$ cat config.mk
export PLATFORM = sky130hd
export DESIGN_NAME = tfn_front
export DESIGN_NICKNAME = d
export VERILOG_FILES = /design/src/rtl/core/triangle_face_normal_core_macros.svh /design/src/rtl/core/tfn_pkg.sv /design/src/rtl/core/tfn_front.sv
export SDC_FILE = /design/constraint.sdc
export NUM_CORES = 1
export LEC_CHECK = 0
export ABC_AREA = 0
export BUFFER_PORTS_ARGS = -buffer_cell sky130_fd_sc_hd__buf_4
export CORE_ASPECT_RATIO = 1.1
export CORE_UTILIZATION = 56
export DETAILED_ROUTE_END_ITERATION = 8
export HOLD_SLACK_MARGIN = 0.05
export PLACE_DENSITY = 0.9
export SYNTH_ARGS = -nofsm -noshare
export SYNTH_HDL_FRONTEND = slang
export SYNTH_SLANG_ARGS = --single-unit
$ cat constraint.sdc
create_clock -name clk -period 11.2 [get_ports clk]
set_input_delay 2.24 -clock clk [delete_from_list [all_inputs] [get_ports clk]]
set_output_delay 2.24 -clock clk [all_outputs]
set_load 0.03 [all_outputs]
$ cat src/rtl/core/triangle_face_normal_core_macros.svh
// ---------------------------------------------------------------------------
// triangle_face_normal_core_macros
// Assertion helpers for the triangle face normal core. Define ASSERT_OFF to
// compile them out.
// ---------------------------------------------------------------------------
`ifndef TRIANGLE_FACE_NORMAL_CORE_MACROS_SVH
`define TRIANGLE_FACE_NORMAL_CORE_MACROS_SVH
`ifndef ASSERT_OFF
`define TFN_ASSERT_IMP(lbl, ante, cons, msg) \
    lbl: assert property (@(posedge clk) disable iff (!rst_n) (ante) |-> (cons)) \
        else $error(msg);
`define TFN_ASSERT_NXT(lbl, ante, cons, msg) \
    lbl: assert property (@(posedge clk) disable iff (!rst_n) (ante) |=> (cons)) \
        else $error(msg);
`else
`define TFN_ASSERT_IMP(lbl, ante, cons, msg)
`define TFN_ASSERT_NXT(lbl, ante, cons, msg)
`endif
`endif

$ cat src/rtl/core/tfn_pkg.sv
// ---------------------------------------------------------------------------
// tfn_pkg
// Types and constants shared by the triangle face normal core.
// ---------------------------------------------------------------------------
`default_nettype none

package tfn_pkg;

    localparam int DL_W     = 15;
    localparam int M_W      = 30;
    localparam int RAD_W    = 62;
    localparam int ROOT_W   = 31;
    localparam int Q_W      = 15;
    localparam int SQ_LAT   = ROOT_W;
    localparam int DIV_LAT  = Q_W;
    localparam int NORM_SH  = 14;

    localparam logic [DL_W-1:0] DL_RESET = 15'd410;
    localparam logic [17:0]     RECIP3   = 18'd174763;

    typedef struct packed {
        logic signed [15:0] v0_x;
        logic signed [15:0] v0_y;
        logic signed [15:0] v0_z;
        logic signed [15:0] v1_x;
        logic signed [15:0] v1_y;
        logic signed [15:0] v1_z;
        logic signed [15:0] v2_x;
        logic signed [15:0] v2_y;
        logic signed [15:0] v2_z;
    } tri_t;

    typedef struct packed {
        logic signed [15:0] norm_x;
        logic signed [15:0] norm_y;
        logic signed [15:0] norm_z;
        logic signed [15:0] cen_x;
        logic signed [15:0] cen_y;
        logic signed [15:0] cen_z;
        logic signed [15:0] tip_x;
        logic signed [15:0] tip_y;
        logic signed [15:0] tip_z;
        logic               degenerate;
    } res_t;

    typedef struct packed {
        logic signed [16:0] a_x;
        logic signed [16:0] a_y;
        logic signed [16:0] a_z;
        logic signed [16:0] b_x;
        logic signed [16:0] b_y;
        logic signed [16:0] b_z;
        logic signed [17:0] s_x;
        logic signed [17:0] s_y;
        logic signed [17:0] s_z;
    } edge_t;

    typedef struct packed {
        logic [2:0]       neg;
        logic [2:0][15:0] cen;
        logic             degen;
    } side_t;

endpackage

`default_nettype wire

$ cat src/rtl/core/tfn_front.sv
// ---------------------------------------------------------------------------
// tfn_front
// Input stage: takes a triangle beat, forms both edges from the first vertex and the vertex sums.
// ---------------------------------------------------------------------------
`default_nettype none

module tfn_front
    import tfn_pkg::*;
(
    input  wire logic  clk,
    input  wire logic  rst_n,
    input  wire logic  tri_valid,
    output logic       tri_stall,
    input  wire tri_t  tri_data,
    output logic       push,
    output edge_t      push_data,
    input  wire logic  full
);

    logic  fr_valid_reg;
    logic  fr_valid_next;
    edge_t fr_data_reg;
    edge_t fr_data_next;

    assign push      = fr_valid_reg && !full;
    assign tri_stall = fr_valid_reg && full;
    assign push_data = fr_data_reg;

    always_comb
    begin
        fr_valid_next      = tri_stall ? fr_valid_reg : tri_valid;
        fr_data_next.a_x   = 17'(tri_data.v1_x) - 17'(tri_data.v0_x);
        fr_data_next.a_y   = 17'(tri_data.v1_y) - 17'(tri_data.v0_y);
        fr_data_next.a_z   = 17'(tri_data.v1_z) - 17'(tri_data.v0_z);
        fr_data_next.b_x   = 17'(tri_data.v2_x) - 17'(tri_data.v0_x);
        fr_data_next.b_y   = 17'(tri_data.v2_y) - 17'(tri_data.v0_y);
        fr_data_next.b_z   = 17'(tri_data.v2_z) - 17'(tri_data.v0_z);
        fr_data_next.s_x   = 18'(tri_data.v0_x) + 18'(tri_data.v1_x) + 18'(tri_data.v2_x);
        fr_data_next.s_y   = 18'(tri_data.v0_y) + 18'(tri_data.v1_y) + 18'(tri_data.v2_y);
        fr_data_next.s_z   = 18'(tri_data.v0_z) + 18'(tri_data.v1_z) + 18'(tri_data.v2_z);
    end

    always_ff @(posedge clk or negedge rst_n)
    begin
        if (!rst_n)
        begin
            fr_valid_reg <= 1'b0;
        end
        else
        begin
            fr_valid_reg <= fr_valid_next;
        end
    end

    always_ff @(posedge clk)
    begin
        if (!tri_stall && tri_valid)
        begin
            fr_data_reg <= fr_data_next;
        end
    end

endmodule

`default_nettype wire

-- After elaboration in Yosys (flattened, before gate mapping)
Index checks and enable logic that the tools add are counted.
- bits in latches: 0
- memory bits (writable): 0
- bits in registers: 157
- word-level logic and storage cells: 27
- bits of input ports: 148
- bits in read-only memories: 0
- memories: 0
- $mul: 0
- eq/ne operators: 0
- $add $sub $neg: 12
- shifts and indexed selects: 0
- bitwise operators: 0
- divide/modulo/power cells: 0
- $lt $le $gt $ge: 0
- multiplexer cells: 0
- reductions and logical operators: 5
- operator list (operator ; count):
    16-bit by 16-bit subtractor with 17-bit output ; 6
    17-bit by 16-bit adder with 18-bit output ; 3
    16-bit by 16-bit adder with 17-bit output ; 3
    1-bit logical AND ; 3
    1-bit zero test ; 2

-- Logic depth before layout (Yosys ltp)
- depth in word-level cells: 3
- mapped depth: 13
- mapped depth without buffers: 13

-- Worst setup path before layout
No wires, ideal clock.
- kind: input to register
- start point: in full
- end point: reg fr_data_reg, in the netlist push_data[0], enable pin
- path buffers: 0
- data arrival time: 9368 ps
- path slack: 1143 ps
- stages: 2
- cells stage by stage: and2_1 -> nor2b_1
- word-level cells in the longest chain between the ends: 3
- RTL lines (item ; line ; text):
    from (decl) ; tfn_front.sv:17 ; input wire logic full
    1-bit logical AND ; tfn_front.sv:26 ; assign tri_stall = fr_valid_reg && full;
    1-bit zero test ; tfn_front.sv:57 ; if (!tri_stall && tri_valid)
    1-bit logical AND ; tfn_front.sv:57 ;
    to (signal assigned) ; tfn_front.sv:59 ; fr_data_reg <= fr_data_next;
    to (decl) ; tfn_front.sv:22 ; edge_t fr_data_reg;
No other way between the ends.
A chain may end at the register's enable or synchronous reset.

==> reports/qor.yml <==
run_status:
  status: "finished, final reports clean"
clocking:
  cts-resized-gates: 0
  clkTransAtPathRegs_ps: 70
  cts_buffers: 17
  cts_setup_buffers: 0
  clk_latency_ps: 430
  clockBufferDepth: 2
  cts_hold_buf: 0
  cts_tree: "yes"
  cts.sinks: 157
  h-tree-depth: 4
  clock-root-buffer: "clkbuf_16"
global_route:
  grt_pass1_wl_um: 51920
  gr-total-overflow: 0
  grt_max_degree: 68
  antenna_found_initial: 0
  grt_pass1_vias: 10790
  grt.total_usage_pct: 27.84
power_and_ir_drop:
  cellPowerDensity_nw_per_um2: 145.9
  power.share.clock_pct: 24.2
  switchingPower_mw: 0.8638
  p_sw_share_pct: 36.94
  internal_power_mw: 1.475
  pwr-share-comb_pct: 41.7
  power_mw: 2.339
  seqPwrFrac_pct: 34.0
  p_leak_nw: 7.203
  vdd_ir_drop_max_mv: 0.09339
finish:
  fin_nets: 1904
  final-instance-count-excl-fill: 1863
  largest_reg_flops: 156
  drive_above_1_share_pct: 22.64
  syn_to_final_growth_pct: 24.73
  post-route-util_pct: 71.79
  fin_area_um2: 16030
  num_antenna_cells: 0
hold_path:
  hold_depth: 2
  hold_path_class: "reg2reg"
floorplan:
  initial_utilization_pct: 57.56
  fp.dieW_um: 146.4
  ios: 306
  fp.coreArea_um2: 22320
  fp.dieH_um: 160.9
  dieArea_um2: 23550
  rows: 57
critical_path:
  endpoint_kind: "flop"
  rr_startpoint: "fr_valid_reg"
  crit_buf_inv: 1
  path_cells: "buf_4 > fa_1 > ha_1 > fa_1 > a21o_1 > a21oi_1 > nor4_1 > nor3_1 > a21oi_1 > a2111oi_0 > mux2_2"
  r2r_cells: 4
  worst_ep_required_time_ps: 11500
  reg2reg_to: "push_data[65]"
  worstPathArrival_ps: 5270
  critPathMaxFanout: 3
  max_stage_delay_ps: 480
  cp-startpoint: "tri_data[33]"
  endpoint: "push_data[53]"
  crit_family: "adder cells"
  path_depth: 11
  start_kind: "input port"
  rrSetupSlack_ps: 7950
  critPathKind: "in2reg"
  cp_slowest_cell: "fa_1"
synth:
  ys.flop_type: "edfxtp_1"
  synth.top_cells.by_count: "edfxtp_1 (156), ha_1 (144), inv_1 (132), a21oi_1 (88), nor2_1 (87)"
  synth_top_area_share_pct: 36.46
  yosysMostFrequentCell: "edfxtp_1"
  synth_cells: 1245
  synth_cell_types: 78
  synth_nets: 1594
  synthesis.area_um2: 12850
  synthArstFlopShare_pct: 0.6369
  synth_edf_count: 156
  synth_area_leader_cell: "edfxtp_1"
  synth_area_per_cell_um2: 10.32
  yosysSeqAreaShare_pct: 36.65
  yosysWarningCount: 0
  ys_seq_elements: 157
  ys_top_cells_by_area: "edfxtp_1 (36%), ha_1 (14%), fa_1 (8.9%), xnor2_1 (4.0%), inv_1 (3.9%)"
timing:
  rsz0062_at_grt: "no"
  max_freq_mhz: 200.9
  tightestPinTransition_ps: 867.1
  fin_tns_setup_ps: 0
  skew_ps: 10.47
  relSlewSlack_pct: 42.07
  whs_ps: 711.4
  finalMaxSlewViolations: 0
  setup_slack_ps: 6223
  setup_viol: 0
  finalCritPeriodShare_pct: 44.44
  hold_violations: 0
  fin_crit_ps: 4977
placement:
  gp_congestion: 0.9785
  hpwl_um: 26410
  place_ws_ps: 5825
  dp_cells: 1831
  io_buffers: 305
  placed_area_um2: 15460
routing:
  ant_nets: 0
  num_vias: 11030
  drt_iter0_drc: 640
  first_pass_iters: 6
  drc: 0
  vias_per_cell: 5.918
  routed_wl_um: 33090
  wl_per_cell_um: 17.76
run:
  drv_cap: 0
final cells by class:
type / instances / area (um^2)
Multi-Input combinational cell: 940 / 7582
Fill cell: 1528 / 6297
Sequential cell: 157 / 4710
Timing Repair Buffer: 307 / 2305
Inverter: 132 / 495.5
Clock buffer: 17 / 425.4
Tap cell: 295 / 369.1
Clock inverter: 15 / 138.9
how the worst min path moves through the flow:
stage / slack [ps] / to / startpoint
final: 710 / fr_valid_reg / fr_valid_reg
after global routing: 750 / fr_valid_reg / fr_valid_reg
after CTS: 710 / fr_valid_reg / fr_valid_reg
after detailed placement: 690 / fr_valid_reg / fr_valid_reg
after global placement: 670 / fr_valid_reg / fr_valid_reg
after floorplan: 820 / fr_valid_reg / fr_valid_reg
routing by layer:
metal | part of all wire (%) | wire (um) | global-route usage [%]
met1 | 38 | 12710 | 31.85
met2 | 50 | 16460 | 48.64
met3 | 6.3 | 2093 | 5.227
met4 | 5.5 | 1826 | 16.24
met5 | 0 | 0 | 0
worst reg2reg max path, stage by stage, from the launching register on:
cell,delay (ps)
dfrtp_1,370
and2_1,190
nor2b_4,700
buf_4,780
buf_4,810
layout by cell type, fill, tap and decap left out, types with 13 or more instances in the layout:
master / instances
ha_1: 144
a21o_1: 33
nor2_1: 87
nand3_1: 24
o21a_1: 13
nand2_1: 61
nand2b_1: 21
fa_1: 57
o21ai_0: 53
nor2b_1: 27
buf_4: 307
and3_1: 21
xnor2_1: 58
a21oi_1: 88
inv_1: 132
a31oi_1: 14
clkbuf_16: 17
nor3_1: 35
edfxtp_1: 156
xor2_1: 28
kinds of logic after synthesis:
logic type                 share of synthesized area, %
muxes                                            0.5648
buffers and inverters                             4.392
DFF                                               36.65
xor gates and xnor gates                          5.862
adders and majority gates                         22.90
and+or+nand+nor                                   13.27
AOI/OAI and AO/OA                                 16.35
power groups by stage:
stage	combinational [mW]	clock (mW)	sequential [mW]
finish	0.976	0.567	0.796
global route	1.05	0.601	0.802
CTS	0.968	0.573	0.797
detailed placement	0.961	0	0.808
global placement	0.928	0	0.806
floorplan	0.499	0	0.968
Note: power is estimated with default switching activity, not from simulation.
