[src/rtl/core/triangle_face_normal_core_macros.svh]
// ---------------------------------------------------------------------------
// triangle_face_normal_core_macros
// Assertion helpers for the triangle face normal core. Define ASSERT_OFF to
// compile them out.
// ---------------------------------------------------------------------------
`ifndef TRIANGLE_FACE_NORMAL_CORE_MACROS_SVH
`define TRIANGLE_FACE_NORMAL_CORE_MACROS_SVH
`ifndef ASSERT_OFF
`define TFN_ASSERT_IMP(lbl, ante, cons, msg) \
    lbl: assert property (@(posedge clk) disable iff (!rst_n) (ante) |-> (cons)) \
        else $error(msg);
`define TFN_ASSERT_NXT(lbl, ante, cons, msg) \
    lbl: assert property (@(posedge clk) disable iff (!rst_n) (ante) |=> (cons)) \
        else $error(msg);
`else
`define TFN_ASSERT_IMP(lbl, ante, cons, msg)
`define TFN_ASSERT_NXT(lbl, ante, cons, msg)
`endif
`endif

[src/rtl/core/tfn_pkg.sv]
// ---------------------------------------------------------------------------
// tfn_pkg
// Types and constants shared by the triangle face normal core.
// ---------------------------------------------------------------------------
`default_nettype none

package tfn_pkg;

    localparam int DL_W     = 15;
    localparam int M_W      = 30;
    localparam int RAD_W    = 62;
    localparam int ROOT_W   = 31;
    localparam int Q_W      = 15;
    localparam int SQ_LAT   = ROOT_W;
    localparam int DIV_LAT  = Q_W;
    localparam int NORM_SH  = 14;

    localparam logic [DL_W-1:0] DL_RESET = 15'd410;
    localparam logic [17:0]     RECIP3   = 18'd174763;

    typedef struct packed {
        logic signed [15:0] v0_x;
        logic signed [15:0] v0_y;
        logic signed [15:0] v0_z;
        logic signed [15:0] v1_x;
        logic signed [15:0] v1_y;
        logic signed [15:0] v1_z;
        logic signed [15:0] v2_x;
        logic signed [15:0] v2_y;
        logic signed [15:0] v2_z;
    } tri_t;

    typedef struct packed {
        logic signed [15:0] norm_x;
        logic signed [15:0] norm_y;
        logic signed [15:0] norm_z;
        logic signed [15:0] cen_x;
        logic signed [15:0] cen_y;
        logic signed [15:0] cen_z;
        logic signed [15:0] tip_x;
        logic signed [15:0] tip_y;
        logic signed [15:0] tip_z;
        logic               degenerate;
    } res_t;

    typedef struct packed {
        logic signed [16:0] a_x;
        logic signed [16:0] a_y;
        logic signed [16:0] a_z;
        logic signed [16:0] b_x;
        logic signed [16:0] b_y;
        logic signed [16:0] b_z;
        logic signed [17:0] s_x;
        logic signed [17:0] s_y;
        logic signed [17:0] s_z;
    } edge_t;

    typedef struct packed {
        logic [2:0]       neg;
        logic [2:0][15:0] cen;
        logic             degen;
    } side_t;

endpackage

`default_nettype wire

[src/rtl/core/tfn_queue.sv]
// ---------------------------------------------------------------------------
// tfn_queue
// Small FIFO between the front and back parts.
// ---------------------------------------------------------------------------
`default_nettype none

module tfn_queue
    import tfn_pkg::*;
#(
    parameter int DEPTH = 4
)
(
    input  wire logic  clk,
    input  wire logic  rst_n,
    input  wire logic  push,
    input  wire edge_t push_data,
    output logic       full,
    input  wire logic  pop,
    output edge_t      pop_data,
    output logic       not_empty
);

    localparam int IDX_W = (DEPTH > 1) ? $clog2(DEPTH) : 1;
    localparam int CNT_W = $clog2(DEPTH + 1);

    edge_t            mem [DEPTH];
    logic [IDX_W-1:0] wr_reg;
    logic [IDX_W-1:0] wr_next;
    logic [IDX_W-1:0] rd_reg;
    logic [IDX_W-1:0] rd_next;
    logic [CNT_W-1:0] cnt_reg;
    logic [CNT_W-1:0] cnt_next;

    assign full      = (cnt_reg == CNT_W'(DEPTH));
    assign not_empty = (cnt_reg != '0);
    assign pop_data  = mem[rd_reg];

    always_comb
    begin
        wr_next  = wr_reg;
        rd_next  = rd_reg;
        cnt_next = cnt_reg;
        if (push)
        begin
            wr_next = (wr_reg == IDX_W'(DEPTH - 1)) ? '0 : wr_reg + 1'b1;
        end
        if (pop)
        begin
            rd_next = (rd_reg == IDX_W'(DEPTH - 1)) ? '0 : rd_reg + 1'b1;
        end
        if (push && !pop)
        begin
            cnt_next = cnt_reg + 1'b1;
        end
        else if (pop && !push)
        begin
            cnt_next = cnt_reg - 1'b1;
        end
    end

    always_ff @(posedge clk or negedge rst_n)
    begin
        if (!rst_n)
        begin
            wr_reg  <= '0;
            rd_reg  <= '0;
            cnt_reg <= '0;
        end
        else
        begin
            wr_reg  <= wr_next;
            rd_reg  <= rd_next;
            cnt_reg <= cnt_next;
        end
    end

    always_ff @(posedge clk)
    begin
        if (push)
        begin
            mem[wr_reg] <= push_data;
        end
    end

endmodule

`default_nettype wire

[config.mk]
export PLATFORM = sky130hd
export DESIGN_NAME = tfn_queue
export DESIGN_NICKNAME = d
export VERILOG_FILES = /design/src/rtl/core/triangle_face_normal_core_macros.svh /design/src/rtl/core/tfn_pkg.sv /design/src/rtl/core/tfn_queue.sv
export SDC_FILE = /design/constraint.sdc
export NUM_CORES = 1
export LEC_CHECK = 0
export BUFFER_PORTS_ARGS = -buffer_cell sky130_fd_sc_hd__buf_4
export CAP_MARGIN = 20
export CORE_ASPECT_RATIO = 0.7
export CORE_MARGIN = 2
export CORE_UTILIZATION = 51
export CTS_CLUSTER_SIZE = 40
export DETAILED_ROUTE_END_ITERATION = 10
export PLACE_DENSITY_LB_ADDON = 0.12
export SKIP_CTS_REPAIR_TIMING = 1
export SLEW_MARGIN = 15
export SYNTH_ARGS = -nofsm -noshare
export SYNTH_HDL_FRONTEND = slang
export SYNTH_SLANG_ARGS = --single-unit
[constraint.sdc]
create_clock -name clk -period 4.9 [get_ports clk]
set_input_delay 0.49 -clock clk [delete_from_list [all_inputs] [get_ports clk]]
set_output_delay 0.49 -clock clk [all_outputs]
set_load 0.03 [all_outputs]
-- After elaboration in Yosys (flattened, before gate mapping)
Memory sizes are Yosys's and may differ from the RTL's.
Cells that the tools add are included.
- input port bits: 160
- memories: 1
- bits in writable memories: 624
- word-level logic and storage cells: 23
- output and inout port bits: 158
- bits in registers: 7
- equality and inequality tests: 3
- muxes and demuxes: 6
- add/subtract/negate cells: 4
- reduce and logical (&&, ||, !) cells: 6
- memories (memory ; words ; bits a word ; rd ports ; clocked after Yosys merged registers in ; write ports ; RTL line ; text):
    mem ; 4 ; 156 ; 1 ; 0 ; 1 ; tfn_queue.sv:26 ; edge_t mem [DEPTH];
- operators with widths (operator ; number):
    two-way mux 3 bit ; 2
    adder 2 x 1 -> 2 bit (second input constant) ; 2
    == test 2 bit (second input constant) ; 2
    two-way mux 2 bit ; 2
    adder 3 x 1 -> 3 bit (second input constant) ; 1
    == test 3 bit (second input constant) ; 1
    nonzero test 3 bit ; 1
    subtractor 3 x 1 -> 3 bit (second input constant) ; 1
    logical AND 1 bit ; 2
    zero test 1 bit ; 2
    two-way mux 1 bit ; 2
    nonzero test 2 bit ; 1

-- Longest topological paths before layout
Gate-level depths: netlist (run 1).
- depth after elaboration: 4
- mapped depth: 7
- gate-level depth less buffers: 7

-- Worst setup path after synthesis (run 1)
Ideal clock, no wire load.
- path kind: register to register
- start: register wr_reg[0]
- end: memory mem[2][0] (netlist name), enable pin
- data required time: 4366 ps
- path slack: 178 ps
- library setup time: 534 ps
- path buffers: 0
- stages on the path, launching flop included: 4
- clock period less this slack: 4722 ps
- data arrival time: 4188 ps
- path through: dfrtp_1 inv_1 ha_1 and2_1
- RTL lines (element ; RTL line ; text):
    from (decl) ; tfn_queue.sv:27 ; logic [IDX_W-1:0] wr_reg;
    from (signal assigned) ; tfn_queue.sv:71 ; wr_reg <= wr_next;
    to (decl) ; tfn_queue.sv:26 ;
Straight into the memory's write port.

==> results.json, run 1 <==
{
  "cp-start-kind": "flip-flop",
  "cts_sinks": 631,
  "dr.first_iter.drc_count": 731,
  "vias": 10128,
  "grt_usage": 0.190,
  "chipHeight_um": 181,
  "gp_congestion": 0.739,
  "hold_viol": 0,
  "yosys-top-cells-count": "624 x edfxtp_1, 156 x mux4_2, 15 x buf_2, 15 x buf_6, 7 x dfrtp_1",
  "grt_pass1_wl_um": 66300,
  "maxCapViolCount": 0,
  "fin_setup_tns_ns": 0,
  "synth_ff_type": "edfxtp_1",
  "place_area_um2": 26000,
  "instances_no_fill": 1859,
  "initial_core_util": 0.521,
  "design_area_um2": 28000,
  "htree_levels": 2,
  "critical_path.top_delay_family": "flip-flops",
  "wl_per_cell_um": 23.7,
  "synth_edf_count": 624,
  "min_path_type": "in -> reg",
  "largest_reg_flops": 624,
  "firstDrtPassIters": 5,
  "route.detailed.drc": 0,
  "syn_nets": 1019,
  "ys_seq_area_frac": 0.825,
  "clk_path_buf_depth": 3,
  "grt_max_degree": 87,
  "numCtsBuffers": 58,
  "portBuffers": 317,
  "yosysTopAreaCell": "edfxtp_1",
  "core_um2": 44000,
  "grt_pass1_vias": 10541,
  "crit_fanout": 52,
  "cp_num_cells": 3,
  "rows": 64,
  "fp.dieArea_um2": 46700,
  "yosys_warnings": 0,
  "clk_latency_ns": 0.60,
  "num_io_pins": 318,
  "leakage_nw": 9.54,
  "worst_pin_slew_ns": 0.920,
  "ys_types": 20,
  "slowest_delay_ns": 0.89,
  "viasPerCell": 5.45,
  "avgSynthCellArea_um2": 26.9,
  "cts_root_buf": "clkbuf_16",
  "cts_tree": "yes",
  "cts.clk_slew.worst_paths_ns": 0.07,
  "setup_viol": 0,
  "grt_overflow_total": 0,
  "drive_above_1_share": 0.467,
  "synth.most_common_cell": "edfxtp_1",
  "wirelength_um": 44000,
  "slew_headroom": 0.386,
  "hold_depth": 1,
  "status": "complete, no violations",
  "crit_required_ns": 4.41,
  "antenna_found_initial": 4,
  "total_power_w": 0.0181,
  "path_buf_inv": 2,
  "synth_top_cell_area_share": 0.817,
  "finClkSkew_ns": 0.0321,
  "synth-seq-cells": 631,
  "fin_crit_ns": 3.28,
  "worstSetupEndpointType": "output port",
  "dp_hpwl_um": 27000,
  "rsz0062_at_grt": "no",
  "syn_inst": 852,
  "cp.arrival_ns": 2.79,
  "crit_type": "reg -> out",
  "fp.dieW_um": 257,
  "fin_nets": 1380,
  "p_per_area_nw_per_um2": 644,
  "clock.fmax_mhz": 305,
  "reg2regPathDepth": 3,
  "ir_worst_vdd_v": 0.000377,
  "antenna_left": 0,
  "mappedNetlistArea_um2": 22900,
  "area_growth_pct": 22.3,
  "fin_util": 0.637,
  "crit_chain": "buf_12 -> mux4_2 -> buf_4",
  "fin_crit_sh": 0.670,
  "synth_area_leaders": "edfxtp_1 82%, mux4_2 15%, dfrtp_1 0.76%",
  "n_fill_cell": 2984,
  "dp_cells": 1746,
  "async_flop_share": 0.0111,
  "slew_violations": 0,
  "cp_slowest_cell": "dfrtp_4"
}
==> cells by family after synthesis <==
family | synth area share
xor+xnor | 0.00115
mux | 0.155
flops | 0.825
simple gates | 0.00251
compound gates | 0.000436
buf+inv | 0.0124
fa+ha+maj | 0.00415
==> worst paths after layout <==
path	startpoint	end	slack, ns
worst max-delay path	rd_reg[0]$_DFFE_PN0P_	pop_data[125]	1.62
worst min-delay path	push_data[129]	mem[0][129]$_DFFE_PP_	0.08
worst max register to register	wr_reg[0]$_DFFE_PN0P_	mem[3][22]$_DFFE_PP_	2.58
worst min register to register	cnt_reg[2]$_DFFE_PN0P_	cnt_reg[2]$_DFFE_PN0P_	0.49
max in group asynchronous	rst_n	rd_reg[1]$_DFFE_PN0P_	4.49
min in group asynchronous	rst_n	cnt_reg[1]$_DFFE_PN0P_	0.26
==> per-layer routing <==
| metal | global-route usage | vias to the layer above | part of all wire |
|---|---|---|---|
| met2 | 0.301 | 260 | 0.50 |
| met4 | 0.0523 | 0 | 0.019 |
| met5 | 0 | - | 0 |
| met3 | 0.0486 | 59 | 0.064 |
| met1 | 0.267 | 5384 | 0.42 |
| li1 | - | 4425 | - |
==> report_power, final <==
group	switching [W]	leakage (nW)	total (W)	internal, W
logic	0.00368	2.75	0.00621	0.00253
clock network	0.00191	0.980	0.00465	0.00274
registers	0.000292	5.81	0.00720	0.00691
total	0.00588	9.54	0.0181	0.0122
==> cell type report <==
cell class,count,area [µm²],share of cell area
Clock buffer,66,1510,0.0539
Clock inverter,42,479,0.0171
Inverter,4,15.0,0.000535
Antenna cell,4,10.0,0.000357
Sequential cell,631,18900,0.675
Multi-Input combinational cell,182,3750,0.134
Tap cell,594,743,0.0265
Timing Repair Buffer,336,2610,0.0932
==> layout by cell type (no fill, tap or decap), types with 4 or more instances in the layout <==
cell	instances
and2_4	4
buf_12	7
buf_4	328
bufinv_16	10
clkbuf_1	5
clkbuf_16	58
clkinv_1	14
clkinv_2	12
dfrtp_1	5
diode_2	4
edfxtp_1	624
ha_1	6
inv_1	4
mux4_2	156
==> metrics by stage <==
stage	hold WS, ns	setup slack [ns]
floorplan	0.194	0.178
global placement	0.318	2.19
detailed placement	0.316	2.18
CTS	-0.343	1.52
global route	0.0597	1.41
finish	0.0845	1.62
Power figures use the tool's default switching activity.
==> run 2: changes to the inputs <==
--- a/config.mk
+++ b/config.mk
@@ -9,7 +9,7 @@
 export CAP_MARGIN = 20
 export CORE_ASPECT_RATIO = 0.7
 export CORE_MARGIN = 2
-export CORE_UTILIZATION = 51
+export CORE_UTILIZATION = 55
 export CTS_CLUSTER_SIZE = 40
 export DETAILED_ROUTE_END_ITERATION = 10
 export PLACE_DENSITY_LB_ADDON = 0.12
==> constraint.sdc (replaced) <==
create_clock -name clk -period 3.4 [get_ports clk]
set_input_delay 0.34 -clock clk [delete_from_list [all_inputs] [get_ports clk]]
set_output_delay 0.34 -clock clk [all_outputs]
set_load 0.03 [all_outputs]
==> results.json, run 2 (synthesized netlist as in run 1, its figures left out) <==
{
  "cp-start-kind": "flip-flop",
  "wl_per_cell_um": 23.1,
  "min_path_type": "in -> reg",
  "fin_nets": 1540,
  "largest_reg_flops": 624,
  "clk_path_buf_depth": 3,
  "slew_violations": 0,
  "grt_pass1_wl_um": 66100,
  "p_per_area_nw_per_um2": 867,
  "drive_above_1_share": 0.404,
  "setup_viol": 0,
  "reg2regPathDepth": 3,
  "cts_root_buf": "clkbuf_16",
  "grt_max_degree": 77,
  "area_growth_pct": 28.0,
  "crit_fanout": 33,
  "slew_headroom": 0.533,
  "num_io_pins": 318,
  "reg2reg_setup_slack_ns": 1.38,
  "chipHeight_um": 175,
  "ir_worst_vdd_v": 0.000701,
  "vias": 10742,
  "hold_viol": 0,
  "layout_common_cells": "624 x edfxtp_1, 325 x buf_4, 157 x dlygate4sd3_1",
  "n_fill_cell": 2374,
  "gp_congestion": 0.737,
  "wirelength_um": 45100,
  "antenna_found_initial": 1,
  "worst_hold_slack_ns": 0.0237,
  "dr.first_iter.drc_count": 669,
  "crit_required_ns": 3.06,
  "portBuffers": 317,
  "cts.clk_slew.worst_paths_ns": 0.06,
  "fin_crit_ns": 2.85,
  "htree_levels": 2,
  "maxCapViolCount": 0,
  "final_common_cell": "edfxtp_1",
  "route.detailed.drc": 0,
  "clk_latency_ns": 0.57,
  "viasPerCell": 5.49,
  "dp_hpwl_um": 27400,
  "grt_overflow_total": 0,
  "status": "complete, no violations",
  "antenna_left": 0,
  "fp.dieArea_um2": 43400,
  "fp.dieW_um": 248,
  "worst_pin_slew_ns": 0.700,
  "cts_tree": "yes",
  "rsz0062_at_grt": "no",
  "fin_crit_sh": 0.839,
  "firstDrtPassIters": 5,
  "cts_sinks": 631,
  "timing.rr.end": "mem[3][79]$_DFFE_PP_",
  "grt_pass1_vias": 10555,
  "r2r-start": "wr_reg[0]$_DFFE_PN0P_",
  "leakage_nw": 10.1,
  "crit_type": "reg -> out",
  "holdCritStartpoint": "push",
  "worstSetupEndpointType": "output port",
  "initial_core_util": 0.559,
  "finClkSkew_ns": 0.00893,
  "numCtsBuffers": 55,
  "cp.arrival_ns": 2.51,
  "holdPathEnd": "wr_reg[1]$_DFFE_PN0P_",
  "grt_usage": 0.205,
  "fin_setup_tns_ns": 0,
  "hold_depth": 2,
  "core_um2": 41000,
  "rows": 62,
  "clock.fmax_mhz": 351
}
[run 2: report_power, final]
part | internal, W | total (W) | switching (W) | leakage, nW
sequential | 0.00996 | 0.0103 | 0.000335 | 5.81
clock | 0.00325 | 0.00580 | 0.00254 | 0.792
combinational | 0.00389 | 0.00937 | 0.00548 | 3.47
total | 0.0171 | 0.0255 | 0.00836 | 10.1
[run 2: per-stage QoR]
stage / utilization / instances / power (W) / cell area [µm²] / worst slack (ns)
final: 0.716 / 1955 / 0.0255 / 29400 / 0.548
after global routing: 0.715 / 1953 / 0.0265 / 29400 / 0.392
after CTS: 0.677 / 1796 / 0.0256 / 27800 / 0.466
after detailed placement: 0.637 / 1703 / 0.0198 / 26100 / 1.10
after global placement: 0.637 / 1703 / 0.0197 / 26100 / 1.11
after floorplan: - / 852 / 0.0166 / 22900 / 0.421
[run 2: how the worst max path moves through the flow]
stage                               end  slack (ns)                  start
global placement           pop_data[23]        1.11  rd_reg[0]$_DFFE_PN0P_
detailed placement         pop_data[64]        1.10  rd_reg[0]$_DFFE_PN0P_
CTS                        pop_data[64]        0.47  rd_reg[0]$_DFFE_PN0P_
global route               pop_data[23]        0.39  rd_reg[0]$_DFFE_PN0P_
floorplan           mem[2][0]$_DFFE_PP_        0.42  wr_reg[0]$_DFFE_PN0P_
finish                     pop_data[64]        0.55  rd_reg[0]$_DFFE_PN0P_
[run 2: area by class of cell]
class	count	area [µm²]	area share
flip-flops and latches	631	18900	0.644
repair buffers	499	4350	0.148
multi-input cells	182	3750	0.128
clock buffers	71	1480	0.0504
well taps	544	681	0.0232
clock inverters	22	166	0.00567
inverters	4	15.0	0.000511
diodes	2	5.00	0.000170
[run 2: worst max-delay path, stage by stage, from the launching register on]
cell	delay, ns
dfrtp_4	0.57
buf_12	0.27
buf_12	0.30
mux4_2	0.57
buf_4	0.19
[run 2: layer usage]
| layer | global-route usage | share of wire |
|---|---|---|
| met5 | 0 | 0 |
| met1 | 0.301 | 0.42 |
| met3 | 0.0505 | 0.066 |
| met2 | 0.316 | 0.50 |
| met4 | 0.0529 | 0.018 |
==> run 3: changes to the inputs <==
--- a/config.mk
+++ b/config.mk
@@ -5,11 +5,12 @@
 export SDC_FILE = /design/constraint.sdc
 export NUM_CORES = 1
 export LEC_CHECK = 0
+export ABC_AREA = 1
 export BUFFER_PORTS_ARGS = -buffer_cell sky130_fd_sc_hd__buf_4
 export CAP_MARGIN = 20
 export CORE_ASPECT_RATIO = 0.7
 export CORE_MARGIN = 2
-export CORE_UTILIZATION = 55
+export CORE_UTILIZATION = 52
 export CTS_CLUSTER_SIZE = 40
 export DETAILED_ROUTE_END_ITERATION = 10
 export PLACE_DENSITY_LB_ADDON = 0.12
==> constraint.sdc (replaced) <==
create_clock -name clk -period 2.3 [get_ports clk]
set_input_delay 0.23 -clock clk [delete_from_list [all_inputs] [get_ports clk]]
set_output_delay 0.23 -clock clk [all_outputs]
set_load 0.03 [all_outputs]
==> results.json, run 3 <==
{
  "numCtsBuffers": 58,
  "syn_inst": 1873,
  "cts_sinks": 631,
  "clock.fmax_mhz": 436,
  "yosysTopAreaCell": "edfxtp_1",
  "p_sw_w": 0.0163,
  "hold_viol": 0,
  "combPwrFrac": 0.434,
  "grt_usage": 0.205,
  "slew_headroom": 0.617,
  "maxCapViolCount": 0,
  "grt_pass1_vias": 14652,
  "synth.most_common_cell": "edfxtp_1",
  "area_growth_pct": 29.2,
  "crit_fanout": 13,
  "synthAdderAreaFrac": 0.00369,
  "instances_no_fill": 3101,
  "firstDrtPassIters": 5,
  "finClkSkew_ns": 0.0210,
  "drive_above_1_share": 0.261,
  "final_common_cell": "edfxtp_1",
  "swShare": 0.381,
  "worstSetupEndpointType": "output port",
  "core_um2": 49100,
  "gp_congestion": 0.752,
  "synth_ff_type": "edfxtp_1",
  "clk_latency_ns": 0.61,
  "async_flop_share": 0.0111,
  "ys_seq_area_frac": 0.734,
  "initial_core_util": 0.525,
  "setup_slack_ns": 0.00467,
  "wirelength_um": 57800,
  "pre_cts_ws_ns": 0.462,
  "dp_cells": 2800,
  "ys_types": 21,
  "fin_nets": 2555,
  "mappedNetlistArea_um2": 25800,
  "layout_common_cells": "624 x edfxtp_1, 467 x nand2_1, 318 x inv_1",
  "grtUsageMet3": 0.0452,
  "grt_max_degree": 82,
  "vias": 15816,
  "synth_compound_area_frac": 0.116,
  "crit_required_ns": 2.07,
  "fp.dieW_um": 270,
  "status": "complete, no violations",
  "route.detailed.drc": 0,
  "portBuffers": 317,
  "rsz0062_at_grt": "yes",
  "place_area_um2": 29100,
  "worst_pin_slew_ns": 0.574,
  "synth_top_family_by_area": "compound AO/OA/AOI/OAI gates",
  "muxShareOfSynthArea": 0,
  "ir_worst_vdd_v": 0.00108,
  "synth-simple-area-share": 0.0716,
  "synth-seq-cells": 631,
  "p_per_area_nw_per_um2": 1280,
  "grt.busiest_layer": "met2",
  "min_path_type": "in -> async",
  "cp.arrival_ns": 2.07,
  "grt_pass1_wl_um": 82000,
  "design_area_um2": 33300,
  "rows": 68,
  "cts_root_buf": "clkbuf_16",
  "slew_violations": 0,
  "cts.clk_slew.worst_paths_ns": 0.06,
  "p_int_w": 0.0265,
  "synth_edf_count": 624,
  "antenna_left": 0,
  "cts_tree": "yes",
  "gr-usage-met1": 0.280,
  "fp.dieArea_um2": 51400,
  "fin_util": 0.678,
  "fin_setup_tns_ns": 0,
  "dr.first_iter.drc_count": 1057,
  "clkPwrFrac": 0.209,
  "yosys_warnings": 0,
  "chipHeight_um": 190,
  "fin_crit_ns": 2.30,
  "largest_reg_flops": 624,
  "synthXorXnorAreaFrac": 0.000340,
  "dp_hpwl_um": 31600,
  "fin_crit_sh": 0.998,
  "wl_per_cell_um": 18.6,
  "antenna_found_initial": 2,
  "synth_area_leaders": "edfxtp_1 73%, nand2_1 7.1%, o211ai_2 6.2%",
  "viasPerCell": 5.10,
  "syn_nets": 2040,
  "crit_type": "reg -> out",
  "avgSynthCellArea_um2": 13.8,
  "grtUsageMet2": 0.339,
  "reg2regPathDepth": 5,
  "clk_path_buf_depth": 3,
  "p_seq_frac": 0.356,
  "yosys-top-cells-count": "624 x edfxtp_1, 485 x nand2_1, 323 x inv_1",
  "grt_overflow_total": 0,
  "htree_levels": 2,
  "leakage_nw": 13.5,
  "setup_viol": 0,
  "synth_top_cell_area_share": 0.727,
  "num_io_pins": 318,
  "cp-start-kind": "flip-flop"
}
## run 3: cell types whose count changed after synthesis, sizes merged, moves of 13 or more
cell	before	now
buf	34	89
clkbuf	1	14
inv	4	325
mux4	156	0
nand2	2	485
o211ai	0	312
## run 3: critical path, stage by stage, from the launching register on
cell and delay [ns]:
dfrtp_2 0.48, inv_16 0.08, buf_4 0.16, clkbuf_16 0.15, buf_4 0.13, o211ai_1 0.20
nand2_1 0.10, buf_6 0.15
## run 3: per-stage QoR
step | power (W) | hold slack (ns)
final | 0.0428 | 0.0428
after detailed placement | 0.0321 | 0.0518
after global placement | 0.0319 | 0.0491
after CTS | 0.0410 | -0.599
after global routing | 0.0449 | -0.00360
after floorplan | 0.0263 | -0.0656
## run 3: final timing paths
kind                                         from                     end  slack (ns)
max reg2reg                 wr_reg[0]$_DFFE_PN0P_    mem[0][48]$_DFFE_PP_        0.59
max                         rd_reg[0]$_DFFE_PN0P_           pop_data[137]       0.005
min                                         rst_n  cnt_reg[1]$_DFFE_PN0P_        0.04
min reg2reg                cnt_reg[2]$_DFFE_PN0P_  cnt_reg[2]$_DFFE_PN0P_        0.49
min in group clk                   push_data[120]   mem[2][120]$_DFFE_PP_        0.37
max in group asynchronous                   rst_n   rd_reg[1]$_DFFE_PN0P_        2.11
## run 3: kinds of logic (layout without fill, tap and decap cells)
group | after synthesis | count (layout)
XOR/XNOR | 1 | 1
other | 0 | 3
AO/OA/AOI/OAI | 316 | 316
buffers and inverters | 428 | 988
AND/OR/NAND/NOR | 490 | 490
flip-flops | 631 | 631
adder cells (fa/ha/maj) | 7 | 7
## run 3: layout make-up
type | instances | area (µm²)
fill | 3396 | 15800
tap | 665 | 832
multi-input combinational | 814 | 5000
timing repair buffer | 556 | 5500
antenna | 3 | 7.51
clock inverter | 31 | 168
inverter | 325 | 1280
timing repair inverter | 2 | 20.0
clock buffer | 74 | 1580
sequential | 631 | 18900
## run 3: metal layers
metal	wire, µm	vias to the layer above
met5	0	-
met4	807	0
met3	2890	60
met2	28200	355
met1	25900	7804
li1	-	7597
## run 3: power by group through the flow
stage / sequential (W) / clock [W] / combinational, W
2_1_floorplan: 0.0155 / 0 / 0.0108
3_3_place_gp: 0.0154 / 0 / 0.0165
3_5_place_dp: 0.0154 / 0 / 0.0166
4_1_cts: 0.0152 / 0.00916 / 0.0167
5_1_grt: 0.0154 / 0.00963 / 0.0199
6_report: 0.0152 / 0.00896 / 0.0186
